==> config.mk <==
export PLATFORM = sky130hd
export DESIGN_NAME = load_cell_tare_watchdog_scaler
export DESIGN_NICKNAME = d
export VERILOG_FILES = /design/src/rtl/lcts_pkg.sv /design/src/rtl/lcts_div.sv /design/src/rtl/load_cell_tare_watchdog_scaler.sv
export SDC_FILE = /design/constraint.sdc
export NUM_CORES = 2
export LEC_CHECK = 0
export BUFFER_PORTS_ARGS = -buffer_cell sky130_fd_sc_hd__buf_2
export CAP_MARGIN = 40
export CORE_MARGIN = 10
export CORE_UTILIZATION = 60
export CTS_CLUSTER_SIZE = 14
export DETAILED_ROUTE_END_ITERATION = 8
export PLACE_DENSITY_LB_ADDON = 0.1
export SYNTH_ARGS = -nofsm -noshare
export SYNTH_HDL_FRONTEND = slang
export SYNTH_HIERARCHICAL = 1
export SYNTH_SLANG_ARGS = --single-unit
==> constraint.sdc <==
create_clock -name aclk -period 23.9 [get_ports aclk]
set_input_delay 1.195 -clock aclk [delete_from_list [all_inputs] [get_ports aclk]]
set_output_delay 1.195 -clock aclk [all_outputs]
set_load 0.01 [all_outputs]
==> src/rtl/lcts_pkg.sv <==
// shared types and constants for the load cell tare, watchdog and scaler block
package lcts_pkg;

    localparam int WEIGHT_BITS = 48;
    localparam int TIME_BITS   = 32;
    localparam int COUNT_BITS  = 32;
    localparam int DIVISOR_BITS = 32;
    localparam int TARE_SUM_BITS = 32;
    localparam int TARE_CNT_BITS = 8;
    localparam int TIMEOUT_BITS = 16;
    localparam int CFG_IDX_W = 2;
    localparam int CFG_DATA_W = 32;

    // shared divider: quotient bits per pass and remainder width
    localparam int DIV_QBITS = WEIGHT_BITS;
    localparam int DIV_RBITS = 32;
    localparam int DIV_CNT_W = $clog2(DIV_QBITS + 1);
    localparam int TARE_QBITS = TARE_SUM_BITS;

    // divisor magnitudes below this are replaced by 1.0
    localparam logic signed [DIVISOR_BITS-1:0] DIVISOR_MIN_MAG = 32'sd7;

    localparam logic [CFG_IDX_W-1:0] CFG_TIMEOUT = 2'd0;
    localparam logic [CFG_IDX_W-1:0] CFG_STALE   = 2'd1;
    localparam logic [CFG_IDX_W-1:0] CFG_DIVISOR = 2'd2;

    localparam logic [2:0] KIND_BEGIN  = 3'd0;
    localparam logic [2:0] KIND_SAMPLE = 3'd1;
    localparam logic [2:0] KIND_POLL   = 3'd2;
    localparam logic [2:0] KIND_TARE   = 3'd3;
    localparam logic [2:0] KIND_OFFSET = 3'd4;

    localparam logic [2:0] STAT_OFFLINE = 3'd0;
    localparam logic [2:0] STAT_INIT    = 3'd1;
    localparam logic [2:0] STAT_HEALTHY = 3'd2;
    localparam logic [2:0] STAT_STALE   = 3'd3;
    localparam logic [2:0] STAT_FAULT   = 3'd4;

    localparam logic [1:0] TARE_IDLE    = 2'd0;
    localparam logic [1:0] TARE_COLLECT = 2'd1;
    localparam logic [1:0] TARE_DONE    = 2'd2;
    localparam logic [1:0] TARE_FAILED  = 2'd3;

    typedef enum logic [2:0] {
        SEQ_IDLE,
        SEQ_EXEC,
        SEQ_TARE_DIV,
        SEQ_TARE_FIN,
        SEQ_W_PREP,
        SEQ_W_DIV,
        SEQ_W_FIN,
        SEQ_REPORT
    } seq_state_t;

    typedef struct packed {
        logic                 start;
        logic [DIV_CNT_W-1:0] iters;
    } div_ctrl_t;

endpackage

==> src/rtl/lcts_div.sv <==
// shared restoring divider, one quotient bit per cycle
module lcts_div import lcts_pkg::*; (
    input  logic                 aclk,
    input  logic                 aresetn,
    input  div_ctrl_t            ctrl,
    input  logic [DIV_RBITS-1:0] init_rem,
    input  logic [DIV_QBITS-1:0] dividend,
    input  logic [DIV_RBITS-1:0] divisor,
    output logic                 busy,
    output logic [DIV_QBITS-1:0] quotient
);

    logic                 busy_reg, busy_next;
    logic [DIV_CNT_W-1:0] cnt_reg, cnt_next;
    logic [DIV_RBITS-1:0] rem_reg, rem_next;
    logic [DIV_QBITS-1:0] sh_reg, sh_next;
    logic [DIV_QBITS-1:0] quo_reg, quo_next;
    logic [DIV_RBITS-1:0] dsr_reg, dsr_next;
    logic [DIV_RBITS:0]   trial;
    logic                 ge;

    assign trial = {rem_reg, sh_reg[DIV_QBITS-1]};
    assign ge    = trial >= {1'b0, dsr_reg};

    always_comb begin
        busy_next = busy_reg;
        cnt_next  = cnt_reg;
        rem_next  = rem_reg;
        sh_next   = sh_reg;
        quo_next  = quo_reg;
        dsr_next  = dsr_reg;
        if (ctrl.start) begin
            busy_next = 1'b1;
            cnt_next  = ctrl.iters;
            rem_next  = init_rem;
            sh_next   = dividend;
            quo_next  = '0;
            dsr_next  = divisor;
        end else if (busy_reg) begin
            rem_next = ge ? DIV_RBITS'(trial - {1'b0, dsr_reg}) : trial[DIV_RBITS-1:0];
            sh_next  = {sh_reg[DIV_QBITS-2:0], 1'b0};
            quo_next = {quo_reg[DIV_QBITS-2:0], ge};
            cnt_next = cnt_reg - 1'b1;
            if (cnt_reg == DIV_CNT_W'(1)) begin
                busy_next = 1'b0;
            end
        end
    end

    always_ff @(posedge aclk) begin
        if (!aresetn) begin
            busy_reg <= 1'b0;
            cnt_reg  <= '0;
        end else begin
            busy_reg <= busy_next;
            cnt_reg  <= cnt_next;
        end
        rem_reg <= rem_next;
        sh_reg  <= sh_next;
        quo_reg <= quo_next;
        dsr_reg <= dsr_next;
    end

    assign busy     = busy_reg;
    assign quotient = quo_reg;

endmodule

==> src/rtl/load_cell_tare_watchdog_scaler.sv <==
// load cell tare, watchdog and weight scaler, top level
//
// One transaction at a time: s_ready is high only while the sequencer is idle. A begin, poll,
// tare request or offset load goes through the exec state to the report state. A sample
// also passes the weight prepare, divide and finish states: its time is set by one pass of
// the shared bit-serial divider for the weight quotient. When the quotient is sure to
// saturate, that pass is skipped. A sample that completes a tare average first runs a pass
// of the same divider for the new offset. The result register holds one finished result.
// The sequencer waits for it to drain before loading the next, so a stalled result holds
// the sequencer in its report state.
module load_cell_tare_watchdog_scaler import lcts_pkg::*; #(
    parameter int SAMPLE_BITS = 24,
    parameter int FRAC_BITS   = 16
) (
    input  logic                          aclk,
    input  logic                          aresetn,
    input  logic                          cfg_we,
    input  logic [CFG_IDX_W-1:0]          cfg_index,
    input  logic [CFG_DATA_W-1:0]         cfg_wdata,
    input  logic                          s_valid,
    output logic                          s_ready,
    input  logic [2:0]                    s_kind,
    input  logic [TIME_BITS-1:0]          s_now_ms,
    input  logic signed [SAMPLE_BITS-1:0] s_raw_sample,
    input  logic [TARE_CNT_BITS-1:0]      s_tare_count,
    input  logic signed [SAMPLE_BITS-1:0] s_offset_value,
    output logic                          m_valid,
    input  logic                          m_ready,
    output logic [2:0]                    m_sensor_status,
    output logic [1:0]                    m_tare_phase,
    output logic                          m_tare_accepted,
    output logic                          m_has_reading,
    output logic signed [SAMPLE_BITS-1:0] m_last_raw_value,
    output logic signed [WEIGHT_BITS-1:0] m_weight_grams,
    output logic signed [SAMPLE_BITS-1:0] m_current_offset,
    output logic [COUNT_BITS-1:0]         m_reads_total,
    output logic [COUNT_BITS-1:0]         m_faults_total,
    output logic [TIME_BITS-1:0]          m_sample_age_ms
);

    localparam int NET_W = SAMPLE_BITS + 1;
    localparam int DW    = NET_W + 2 * FRAC_BITS + WEIGHT_BITS;
    localparam int HI_W  = DW - WEIGHT_BITS;

    seq_state_t state_reg, state_next;

    // configuration
    logic [TIMEOUT_BITS-1:0]        timeout_reg, stale_reg;
    logic signed [DIVISOR_BITS-1:0] divisor_reg;

    // latched transaction
    logic [2:0]                    in_kind_reg, in_kind_next;
    logic [TIME_BITS-1:0]          in_now_reg, in_now_next;
    logic signed [SAMPLE_BITS-1:0] in_raw_reg, in_raw_next;
    logic [TARE_CNT_BITS-1:0]      in_cnt_reg, in_cnt_next;
    logic signed [SAMPLE_BITS-1:0] in_off_reg, in_off_next;
    logic                          acc_reg, acc_next;

    // block state
    logic [2:0]                    status_reg, status_next;
    logic [1:0]                    tare_mode_reg, tare_mode_next;
    logic [TARE_CNT_BITS-1:0]      tare_target_reg, tare_target_next;
    logic [TARE_CNT_BITS-1:0]      tare_coll_reg, tare_coll_next;
    logic [TARE_SUM_BITS-1:0]      tare_sum_reg, tare_sum_next;
    logic signed [SAMPLE_BITS-1:0] offset_reg, offset_next;
    logic [TIME_BITS-1:0]          last_ready_reg, last_ready_next;
    logic [TIME_BITS-1:0]          next_check_reg, next_check_next;
    logic [COUNT_BITS-1:0]         reads_reg, reads_next;
    logic [COUNT_BITS-1:0]         faults_reg, faults_next;
    logic                          valid_rd_reg, valid_rd_next;
    logic signed [SAMPLE_BITS-1:0] latest_raw_reg, latest_raw_next;
    logic [WEIGHT_BITS-1:0]        weight_reg, weight_next;
    logic [TIME_BITS-1:0]          updated_reg, updated_next;
    logic                          neg_reg, neg_next;
    logic                          sat_reg, sat_next;

    // result register
    logic                          m_valid_reg, m_valid_next;
    logic [2:0]                    m_status_reg, m_status_next;
    logic [1:0]                    m_phase_reg, m_phase_next;
    logic                          m_acc_reg, m_acc_next;
    logic                          m_has_reg, m_has_next;
    logic signed [SAMPLE_BITS-1:0] m_raw_reg, m_raw_next;
    logic [WEIGHT_BITS-1:0]        m_weight_reg, m_weight_next;
    logic signed [SAMPLE_BITS-1:0] m_off_reg, m_off_next;
    logic [COUNT_BITS-1:0]         m_reads_reg, m_reads_next;
    logic [COUNT_BITS-1:0]         m_faults_reg, m_faults_next;
    logic [TIME_BITS-1:0]          m_age_reg, m_age_next;

    // divider hookup
    div_ctrl_t              div_ctrl;
    logic [DIV_RBITS-1:0]   div_rem_init;
    logic [DIV_QBITS-1:0]   div_dividend;
    logic [DIV_RBITS-1:0]   div_divisor;
    logic                   div_busy;
    logic [DIV_QBITS-1:0]   div_quo;

    // datapath helpers
    logic signed [TARE_SUM_BITS-1:0] raw_ext;
    logic [TARE_SUM_BITS-1:0]        sum_new;
    logic [TARE_SUM_BITS-1:0]        sum_mag;
    logic [TARE_CNT_BITS-1:0]        coll_new;
    logic [TARE_QBITS-1:0]           tare_q;
    logic [TARE_QBITS-1:0]           tare_q_signed;
    logic signed [NET_W-1:0]         net;
    logic [NET_W-1:0]                net_mag;
    logic [DW-1:0]                   dvd;
    logic [HI_W-1:0]                 dvd_hi;
    logic                            d_small;
    logic [DIVISOR_BITS-1:0]         d_mag;
    logic                            d_neg;
    logic [WEIGHT_BITS-1:0]          limit;
    logic [WEIGHT_BITS-1:0]          mag;
    logic [TIME_BITS-1:0]            since_ready;
    logic [TIME_BITS-1:0]            since_check;
    logic [TIME_BITS-1:0]            check_rearm;

    assign raw_ext  = TARE_SUM_BITS'(in_raw_reg);
    assign sum_new  = tare_sum_reg + raw_ext;
    assign sum_mag  = sum_new[TARE_SUM_BITS-1] ? -sum_new : sum_new;
    assign coll_new = tare_coll_reg + 1'b1;

    assign tare_q        = div_quo[TARE_QBITS-1:0];
    assign tare_q_signed = tare_sum_reg[TARE_SUM_BITS-1] ? -tare_q : tare_q;

    assign net     = NET_W'(in_raw_reg) - NET_W'(offset_reg);
    assign net_mag = net[NET_W-1] ? NET_W'(-net) : NET_W'(net);
    assign dvd     = DW'(net_mag) << (2 * FRAC_BITS);
    assign dvd_hi  = dvd[DW-1:WEIGHT_BITS];

    assign d_small = (divisor_reg > -DIVISOR_MIN_MAG) && (divisor_reg < DIVISOR_MIN_MAG);
    assign d_mag   = d_small ? (DIVISOR_BITS'(1) << FRAC_BITS)
                   : (divisor_reg[DIVISOR_BITS-1] ? DIVISOR_BITS'(-divisor_reg)
                                                  : DIVISOR_BITS'(divisor_reg));
    assign d_neg   = !d_small && divisor_reg[DIVISOR_BITS-1];

    assign limit = (WEIGHT_BITS'(1) << (WEIGHT_BITS - 1)) - WEIGHT_BITS'(!neg_reg);
    assign mag   = (sat_reg || (div_quo > limit)) ? limit : div_quo;

    assign since_ready = in_now_reg - last_ready_reg;
    assign since_check = in_now_reg - next_check_reg;
    assign check_rearm = in_now_reg + TIME_BITS'(timeout_reg);

    always_comb begin
        state_next       = state_reg;
        in_kind_next     = in_kind_reg;
        in_now_next      = in_now_reg;
        in_raw_next      = in_raw_reg;
        in_cnt_next      = in_cnt_reg;
        in_off_next      = in_off_reg;
        acc_next         = acc_reg;
        status_next      = status_reg;
        tare_mode_next   = tare_mode_reg;
        tare_target_next = tare_target_reg;
        tare_coll_next   = tare_coll_reg;
        tare_sum_next    = tare_sum_reg;
        offset_next      = offset_reg;
        last_ready_next  = last_ready_reg;
        next_check_next  = next_check_reg;
        reads_next       = reads_reg;
        faults_next      = faults_reg;
        valid_rd_next    = valid_rd_reg;
        latest_raw_next  = latest_raw_reg;
        weight_next      = weight_reg;
        updated_next     = updated_reg;
        neg_next         = neg_reg;
        sat_next         = sat_reg;
        m_valid_next     = m_valid_reg;
        m_status_next    = m_status_reg;
        m_phase_next     = m_phase_reg;
        m_acc_next       = m_acc_reg;
        m_has_next       = m_has_reg;
        m_raw_next       = m_raw_reg;
        m_weight_next    = m_weight_reg;
        m_off_next       = m_off_reg;
        m_reads_next     = m_reads_reg;
        m_faults_next    = m_faults_reg;
        m_age_next       = m_age_reg;
        div_ctrl         = '0;
        div_rem_init     = '0;
        div_dividend     = '0;
        div_divisor      = '0;

        if (m_valid_reg && m_ready) begin
            m_valid_next = 1'b0;
        end

        case (state_reg)
            SEQ_IDLE: begin
                if (s_valid) begin
                    in_kind_next = s_kind;
                    in_now_next  = s_now_ms;
                    in_raw_next  = s_raw_sample;
                    in_cnt_next  = s_tare_count;
                    in_off_next  = s_offset_value;
                    state_next   = SEQ_EXEC;
                end
            end
            SEQ_EXEC: begin
                acc_next   = 1'b0;
                state_next = SEQ_REPORT;
                case (in_kind_reg)
                    KIND_BEGIN: begin
                        status_next     = STAT_INIT;
                        last_ready_next = in_now_reg;
                        next_check_next = check_rearm;
                    end
                    KIND_SAMPLE: begin
                        status_next     = STAT_HEALTHY;
                        last_ready_next = in_now_reg;
                        next_check_next = check_rearm;
                        reads_next      = reads_reg + 1'b1;
                        valid_rd_next   = 1'b1;
                        updated_next    = in_now_reg;
                        latest_raw_next = in_raw_reg;
                        state_next      = SEQ_W_PREP;
                        if (tare_mode_reg == TARE_COLLECT) begin
                            tare_sum_next  = sum_new;
                            tare_coll_next = coll_new;
                            if (coll_new >= tare_target_reg) begin
                                // average complete: new offset applies to this sample
                                div_ctrl.start = 1'b1;
                                div_ctrl.iters = DIV_CNT_W'(TARE_QBITS);
                                div_dividend   = DIV_QBITS'(sum_mag) << (DIV_QBITS - TARE_QBITS);
                                div_divisor    = DIV_RBITS'(tare_target_reg);
                                state_next     = SEQ_TARE_DIV;
                            end
                        end
                    end
                    KIND_POLL: begin
                        // wrap-safe due check
                        if (!since_check[TIME_BITS-1]) begin
                            next_check_next = check_rearm;
                            if (since_ready > TIME_BITS'(timeout_reg)) begin
                                status_next = STAT_FAULT;
                                faults_next = faults_reg + 1'b1;
                                if (tare_mode_reg == TARE_COLLECT) begin
                                    tare_mode_next = TARE_FAILED;
                                end
                            end
                        end
                    end
                    KIND_TARE: begin
                        if (in_cnt_reg != '0 && status_reg != STAT_FAULT) begin
                            tare_target_next = in_cnt_reg;
                            tare_coll_next   = '0;
                            tare_sum_next    = '0;
                            tare_mode_next   = TARE_COLLECT;
                            acc_next         = 1'b1;
                        end
                    end
                    KIND_OFFSET: begin
                        offset_next = in_off_reg;
                    end
                    default: begin
                    end
                endcase
            end
            SEQ_TARE_DIV: begin
                if (!div_busy) begin
                    state_next = SEQ_TARE_FIN;
                end
            end
            SEQ_TARE_FIN: begin
                offset_next    = tare_q_signed[SAMPLE_BITS-1:0];
                tare_mode_next = TARE_DONE;
                state_next     = SEQ_W_PREP;
            end
            SEQ_W_PREP: begin
                neg_next = net[NET_W-1] != d_neg;
                if (dvd_hi >= HI_W'(d_mag)) begin
                    // quotient needs more than the weight width
                    sat_next   = 1'b1;
                    state_next = SEQ_W_FIN;
                end else begin
                    sat_next       = 1'b0;
                    div_ctrl.start = 1'b1;
                    div_ctrl.iters = DIV_CNT_W'(DIV_QBITS);
                    div_rem_init   = dvd_hi[DIV_RBITS-1:0];
                    div_dividend   = dvd[WEIGHT_BITS-1:0];
                    div_divisor    = d_mag;
                    state_next     = SEQ_W_DIV;
                end
            end
            SEQ_W_DIV: begin
                if (!div_busy) begin
                    state_next = SEQ_W_FIN;
                end
            end
            SEQ_W_FIN: begin
                weight_next = neg_reg ? -mag : mag;
                state_next  = SEQ_REPORT;
            end
            SEQ_REPORT: begin
                if (!m_valid_reg || m_ready) begin
                    m_valid_next  = 1'b1;
                    m_status_next = (status_reg == STAT_HEALTHY &&
                                     since_ready > TIME_BITS'(stale_reg)) ? STAT_STALE
                                                                          : status_reg;
                    m_phase_next  = tare_mode_reg;
                    m_acc_next    = acc_reg;
                    m_has_next    = valid_rd_reg;
                    m_raw_next    = latest_raw_reg;
                    m_weight_next = weight_reg;
                    m_off_next    = offset_reg;
                    m_reads_next  = reads_reg;
                    m_faults_next = faults_reg;
                    m_age_next    = in_now_reg - updated_reg;
                    state_next    = SEQ_IDLE;
                end
            end
            default: begin
                state_next = SEQ_IDLE;
            end
        endcase
    end

    always_ff @(posedge aclk) begin
        if (!aresetn) begin
            state_reg   <= SEQ_IDLE;
            timeout_reg <= TIMEOUT_BITS'(1000);
            stale_reg   <= TIMEOUT_BITS'(500);
            divisor_reg <= 32'sd65536;
        end else begin
            state_reg <= state_next;
            if (cfg_we) begin
                case (cfg_index)
                    CFG_TIMEOUT: timeout_reg <= cfg_wdata[TIMEOUT_BITS-1:0];
                    CFG_STALE:   stale_reg   <= cfg_wdata[TIMEOUT_BITS-1:0];
                    CFG_DIVISOR: divisor_reg <= cfg_wdata[DIVISOR_BITS-1:0];
                    default: begin
                    end
                endcase
            end
        end
    end

    always_ff @(posedge aclk) begin
        if (!aresetn) begin
            status_reg      <= STAT_OFFLINE;
            tare_mode_reg   <= TARE_IDLE;
            tare_target_reg <= '0;
            tare_coll_reg   <= '0;
            tare_sum_reg    <= '0;
            offset_reg      <= '0;
            last_ready_reg  <= '0;
            next_check_reg  <= '0;
            reads_reg       <= '0;
            faults_reg      <= '0;
            valid_rd_reg    <= 1'b0;
            latest_raw_reg  <= '0;
            weight_reg      <= '0;
            updated_reg     <= '0;
            m_valid_reg     <= 1'b0;
        end else begin
            status_reg      <= status_next;
            tare_mode_reg   <= tare_mode_next;
            tare_target_reg <= tare_target_next;
            tare_coll_reg   <= tare_coll_next;
            tare_sum_reg    <= tare_sum_next;
            offset_reg      <= offset_next;
            last_ready_reg  <= last_ready_next;
            next_check_reg  <= next_check_next;
            reads_reg       <= reads_next;
            faults_reg      <= faults_next;
            valid_rd_reg    <= valid_rd_next;
            latest_raw_reg  <= latest_raw_next;
            weight_reg      <= weight_next;
            updated_reg     <= updated_next;
            m_valid_reg     <= m_valid_next;
        end
        in_kind_reg   <= in_kind_next;
        in_now_reg    <= in_now_next;
        in_raw_reg    <= in_raw_next;
        in_cnt_reg    <= in_cnt_next;
        in_off_reg    <= in_off_next;
        acc_reg       <= acc_next;
        neg_reg       <= neg_next;
        sat_reg       <= sat_next;
        m_status_reg  <= m_status_next;
        m_phase_reg   <= m_phase_next;
        m_acc_reg     <= m_acc_next;
        m_has_reg     <= m_has_next;
        m_raw_reg     <= m_raw_next;
        m_weight_reg  <= m_weight_next;
        m_off_reg     <= m_off_next;
        m_reads_reg   <= m_reads_next;
        m_faults_reg  <= m_faults_next;
        m_age_reg     <= m_age_next;
    end

    lcts_div u_div (
        .aclk     (aclk),
        .aresetn  (aresetn),
        .ctrl     (div_ctrl),
        .init_rem (div_rem_init),
        .dividend (div_dividend),
        .divisor  (div_divisor),
        .busy     (div_busy),
        .quotient (div_quo)
    );

    assign s_ready          = (state_reg == SEQ_IDLE);
    assign m_valid          = m_valid_reg;
    assign m_sensor_status  = m_status_reg;
    assign m_tare_phase     = m_phase_reg;
    assign m_tare_accepted  = m_acc_reg;
    assign m_has_reading    = m_has_reg;
    assign m_last_raw_value = m_raw_reg;
    assign m_weight_grams   = m_weight_reg;
    assign m_current_offset = m_off_reg;
    assign m_reads_total    = m_reads_reg;
    assign m_faults_total   = m_faults_reg;
    assign m_sample_age_ms  = m_age_reg;

    // a collecting tare always has a nonzero target to divide by
    assert property (@(posedge aclk) disable iff (!aresetn)
        tare_mode_reg == TARE_COLLECT |-> tare_target_reg != '0)
        else $error("collecting tare with zero target");

    // quotient is read only after the divider has finished
    assert property (@(posedge aclk) disable iff (!aresetn)
        (state_reg == SEQ_TARE_FIN || state_reg == SEQ_W_FIN) |-> !div_busy)
        else $error("divider result read while busy");

    // stale is only a reported view, never stored
    assert property (@(posedge aclk) disable iff (!aresetn)
        status_reg != STAT_STALE)
        else $error("stale stored as status");

    // a transaction is taken only while no divider pass runs
    assert property (@(posedge aclk) disable iff (!aresetn)
        (s_valid && s_ready) |-> !div_busy)
        else $error("transaction accepted with divider busy");

endmodule
Yosys cells after proc, flatten, opt, wreduce, memory -nomap -nowiden. Cells that the tools add are included.

Register bits after elaboration: 838. Input bits: 130.

Add/sub/neg operators: 17. $lt $le $gt $ge: 8. Equality and inequality tests: 32. Mux-type cells: 67. Bitwise logic cells: 1. Reductions and logical operators: 35.

Operator list (count): $mux W48 (8); $mux W32 (10); $pmux W32 S2 (3); $sub A32 B32 Y32 (4); $pmux W48 S2 (1); $add A32 B1 Y32 const B (2); $gt A32 B16 Y1 (2); $neg A32 Y32 (2); $gt A48 B48 Y1 (1); $mux W24 (2); $neg A48 Y48 (1); $pmux W24 S2 (1); $sub A48 B1 Y48 const A (1); $mux W8 (5); $ge A33 B32 Y1 (1); $add A32 B16 Y32 (1); $add A32 B32 Y32 (1); $ge A9 B32 Y1 (1); $gt A32 B4 Y1 const B (1); $lt A32 B4 Y1 const B (1); $mux W7 (4); $mux W3 (9); $mux W25 (1); $neg A25 Y25 (1); 39 further kinds (96).

Longest topological paths before layout.
Word-level depth: 8. Depth in mapped cells: 32.

Hierarchy. The synthesis kept the hierarchy.

By module, submodules not included: load_cell_tare_watchdog_scaler (times used 1, cells each 4351, area each 38612.0 sq um, sequential area each 16365.7 sq um); lcts_div (times used 1, cells each 716, area each 8349.3 sq um, sequential area each 4464.3 sq um).

Worst setup path after synthesis. OpenSTA, ideal clock, no wires.

Kind: input to register. Start point: in m_ready. End point: reg m_off_reg[0] (netlist: m_current_offset[0]), enable pin. Arrival time: 9.532 ns. Slack: 13.605 ns. Stages on the path: 2. Cell sequence: nor2b_1 -> nor2_1.

Longest elaborated chain between the ends: 2.

RTL lines: from (decl) (RTL line load_cell_tare_watchdog_scaler.sv:28) `input logic m_ready,`; $logic_or A1 B1 Y1 (RTL line load_cell_tare_watchdog_scaler.sv:295) `if (!m_valid_reg || m_ready) begin`; $reduce_and A2 Y1 (no line); to (signal assigned) (RTL line load_cell_tare_watchdog_scaler.sv:386) `m_off_reg <= m_off_next;`; to (decl) (RTL line load_cell_tare_watchdog_scaler.sv:85) `logic signed [SAMPLE_BITS-1:0] m_off_reg, m_off_next;`.

Every way passes these cells. A chain may end at the register's enable or synchronous reset.

Worst setup path after layout.
Start point: reg offset_reg[1]. End point: reg u_div.rem_reg[23], data pin.

Longest elaborated chain between the ends: 7.

RTL lines: from (decl) (RTL line load_cell_tare_watchdog_scaler.sv:65) `logic signed [SAMPLE_BITS-1:0] offset_reg, offset_next;`; from (signal assigned) (RTL line load_cell_tare_watchdog_scaler.sv:361) `offset_reg <= offset_next;`; $sub A24 B24 Y25 (*) (RTL line load_cell_tare_watchdog_scaler.sv:126) `assign net = NET_W'(in_raw_reg) - NET_W'(offset_reg);`; $neg A25 Y25 (RTL line load_cell_tare_watchdog_scaler.sv:127) `assign net_mag = net[NET_W-1] ? NET_W'(-net) : NET_W'(net);`; $mux W25 (*) (RTL line load_cell_tare_watchdog_scaler.sv:127); $ge A9 B32 Y1 (*) (RTL line load_cell_tare_watchdog_scaler.sv:271) `if (dvd_hi >= HI_W'(d_mag)) begin`; $mux W7 (*) (RTL line load_cell_tare_watchdog_scaler.sv:271); $pmux W7 S2 (*) (RTL line load_cell_tare_watchdog_scaler.sv:188) `case (state_reg)`; $mux W32 (*) (RTL line lcts_div.sv:32) `if (ctrl.start) begin`; via u_div.rem_next[23] (RTL line lcts_div.sv:15) `logic [DIV_RBITS-1:0] rem_reg, rem_next;`; to (signal assigned) (RTL line lcts_div.sv:58) `rem_reg <= rem_next;`; to (decl) (RTL line lcts_div.sv:15).

The timed path passes the listed nets; every way through them passes the cells marked *.

==> flow_summary_export.csv <==
group,metric,value,unit
status,status,"finished with violations",
status,violations,"DRC",
floorplanning,start_util,60.6,%
hold_path,hp-class,"reg -> reg",
floorplanning,ioPinCount,331,
cts,cts.sinks,838,
cts,postCtsResizedCells,0,
sta,worst_pin_slew,1090,ps
sta,slew_headroom,27.2,%
power_and_ir_drop,ir_worst_vdd,0.0734,mV
job,maxCapViolations,0,
synthesis,synth_seq_area_share,44.4,%
worst_setup_path,crit_fanout,45,
power_and_ir_drop,pwr-share-seq,34.7,%
synthesis,synth_largest_area_cell,"edfxtp_1",
synthesis,yosys_register_bits,838,
sta,hold_viol,0,
power_and_ir_drop,p_int,3480,µW
synthesis,yosysWarnings,6,
cts,clock_path_buffers,3,
power_and_ir_drop,p_leak,0.0206,µW
synthesis,synth.area.top_cells,"edfxtp_1 26%, dfxtp_1 18%, ha_1 8.1%",
cts,post-cts-setup-buffers,0,
sta,period_share,33.8,%
power_and_ir_drop,power,5540,µW
grt,grtUsageMet2,47.5,%
sta,period_minus_slack,8070,ps
placed_design,port_buffers,330,
floorplanning,die-height,300,µm
grt,gr-usage-met3,6.05,%
sta,maxSlewViolCount,0,
worst_setup_path,worstSetupEndpointType,"register",
grt,grt_use_met1,39.4,%
sta,max_freq,0.124,GHz
cts,hold_buffers,0,
route,num_vias,39200,
route,drtPass1Iterations,8,
worst_setup_path,startpoint_type,"register",
route,dr.first_iter.drc_count,3991,
finish,drive_gt1_share,12.1,%
grt,antenna_found_initial,22,
power_and_ir_drop,powerDensity,105,mW/mm²
route,drc,1,
power_and_ir_drop,switching_power,2050,µW
sta,rsz0062_at_grt,"false",
route,wirelength,138000,µm
finish,final_nets,5785,
sta,setup_tns,0,ps
placed_design,place_congestion,0.952,
sta,setup_viol_count_final,0,
grt,grt_pass1_vias,37100,
floorplanning,dieWidth,300,µm
sta,finClkSkew,59.1,ps
synthesis,synth_cells,5067,
finish,multi_input_area,0.0244,mm²
synthesis,ys.flop_type,"dfxtp_1",
worst_setup_path,worstPathRequired,24230,ps
synthesis,async_flop_share,0,%
grt,grt_max_degree,200,
synthesis,syn_avg_cell_area,9.27,µm²
finish,area_growth_syn_to_layout,12.8,%
finish,fillers,6243,
cts,cts_tree,"done",
synthesis,synth-edff-count,405,
route,wl_per_cell,21.3,µm
worst_setup_path,cp.arrival,8400,ps
cts,ctsRootBufferMaster,"clkbuf_16",
cts,clock_latency,670,ps
grt,overflow,0,
power_and_ir_drop,p_comb_share,38.3,%
grt,grtUsageTotal,29.6,%
synthesis,yosysTopAreaCellShare,25.9,%
floorplanning,dieArea,0.0899,mm²
floorplanning,fp-row-count,102,
floorplanning,core_area,0.0775,mm²
route,avgViaCountPerCell,6.06,
placed_design,dp_hpwl,101000,µm
grt,grt_pass1_wl,213000,µm
grt,grt_most_used_layer,"met2",
power_and_ir_drop,clockPowerShare,27.1,%
synthesis,synth.cell_area,0.0470,mm²
worst_setup_path,worstSetupPathType,"reg -> reg",
route,detail-route-antenna-nets,0,
power_and_ir_drop,sw_frac_of_total,37.1,%
synthesis,ys_types,96,
cts,clk_pin_slew,70,ps
finish,seq_area,0.0208,mm²
cts,cts_buffers,89,
cts,h-tree-depth,3,
power by group through the flow:
stage	registers, µW	clock network [µW]	logic [µW]
floorplan	1880	0	1600
detailed placement	1940	0	2080
CTS	1920	1520	2090
finish	1920	1500	2120
global placement	1940	0	2020
global route	1940	1580	2340
metal layers:
metal / share of wire (%) / wire, µm
met5: 0.062 / 85
met4: 3.4 / 4650
met3: 8.4 / 11600
met2: 46 / 63300
met1: 42 / 58000
cell usage after synthesis, types with 62 or more instances:
cell type	n
nand2_1	591
a21oi_1	499
dfxtp_1	433
nor2_1	417
edfxtp_1	405
ha_1	304
inv_1	261
o21ai_0	220
clkbuf_1	210
xnor2_1	152
mux2i_1	128
xor2_1	128
nand3_1	112
a21o_1	111
nor3_1	87
or3_1	70
a211oi_1	63
nand4_1	62
cell type report:
type / count / area share [%]
antenna: 7 / 0.0331
clock buffer: 113 / 4.68
clock inverter: 54 / 1.41
inverter: 263 / 1.88
multi-input combinational: 3769 / 46.1
sequential: 838 / 39.3
tap: 1040 / 2.46
timing repair buffer: 384 / 4.13
logic make-up (layout without fill, tap and decap cells):
kind of cell    count (synthesis)  count (layout)  share of synthesized area (%)
flops                         838             838                           44.4
fa+ha+maj                     310             310                           8.36
buf+inv                       502             814                           4.14
mux                           178             178                           3.93
xor+xnor                      280             280                           5.22
other cells                     1              50                        0.00799
compound gates               1292            1292                           17.3
simple gates                 1666            1666                           16.7
worst paths after layout:
check                                   start                 to  slack [ps]  depth (start not counted)
worst max register to register  offset_reg[1]  u_div/rem_reg[23]       15830                         25
worst max-delay path            offset_reg[1]  u_div/rem_reg[23]       15830                         25
worst min register to register  weight_reg[8]  m_weight_grams[8]         430                          0
worst min-delay path            weight_reg[8]  m_weight_grams[8]         430                          0
through the flow:
stage | hold WS (ps) | setup WS, ps | util, % | area (µm²) | std cells
floorplan | 400 | 13610 | - | 47100 | 5109
global placement | 405 | 16250 | 63.9 | 49500 | 6282
detailed placement | 411 | 16000 | 64.2 | 49700 | 6293
CTS | 420 | 15930 | 68.3 | 52900 | 6460
global route | 425 | 15370 | 68.4 | 53000 | 6466
finish | 426 | 15830 | 68.4 | 53000 | 6468
cells in the final DEF (no fill, tap or decap), drive strengths merged, types with 128 or more instances in the layout:
| master | synthesis | routed |
|---|---|---|
| nand2 | 591 | 591 |
| a21oi | 499 | 499 |
| dfxtp | 433 | 433 |
| nor2 | 417 | 417 |
| edfxtp | 405 | 405 |
| buf | 29 | 382 |
| ha | 304 | 304 |
| inv | 263 | 268 |
| o21ai | 226 | 226 |
| xnor2 | 152 | 152 |
| mux2i | 128 | 128 |
| xor2 | 128 | 128 |
worst max-delay path, stage by stage (launching register included):
cell,delay [ps]
dfxtp_1,460
inv_1,80
ha_1,260
nor2b_1,140
o31a_1,270
o31a_1,310
o22a_1,220
o311ai_0,660
o211ai_1,270
nor3_1,360
nand3_1,250
or4_1,560
o21ai_1,230
xnor2_1,100
ha_1,290
o21a_1,110
o21a_1,110
nand4_1,90
or4_1,550
nor4_2,510
nand2b_1,240
nand2_4,320
inv_2,680
nand2_1,100
nor4b_1,390
a2111oi_2,100
No activity file was read; power rests on OpenSTA's default activity.
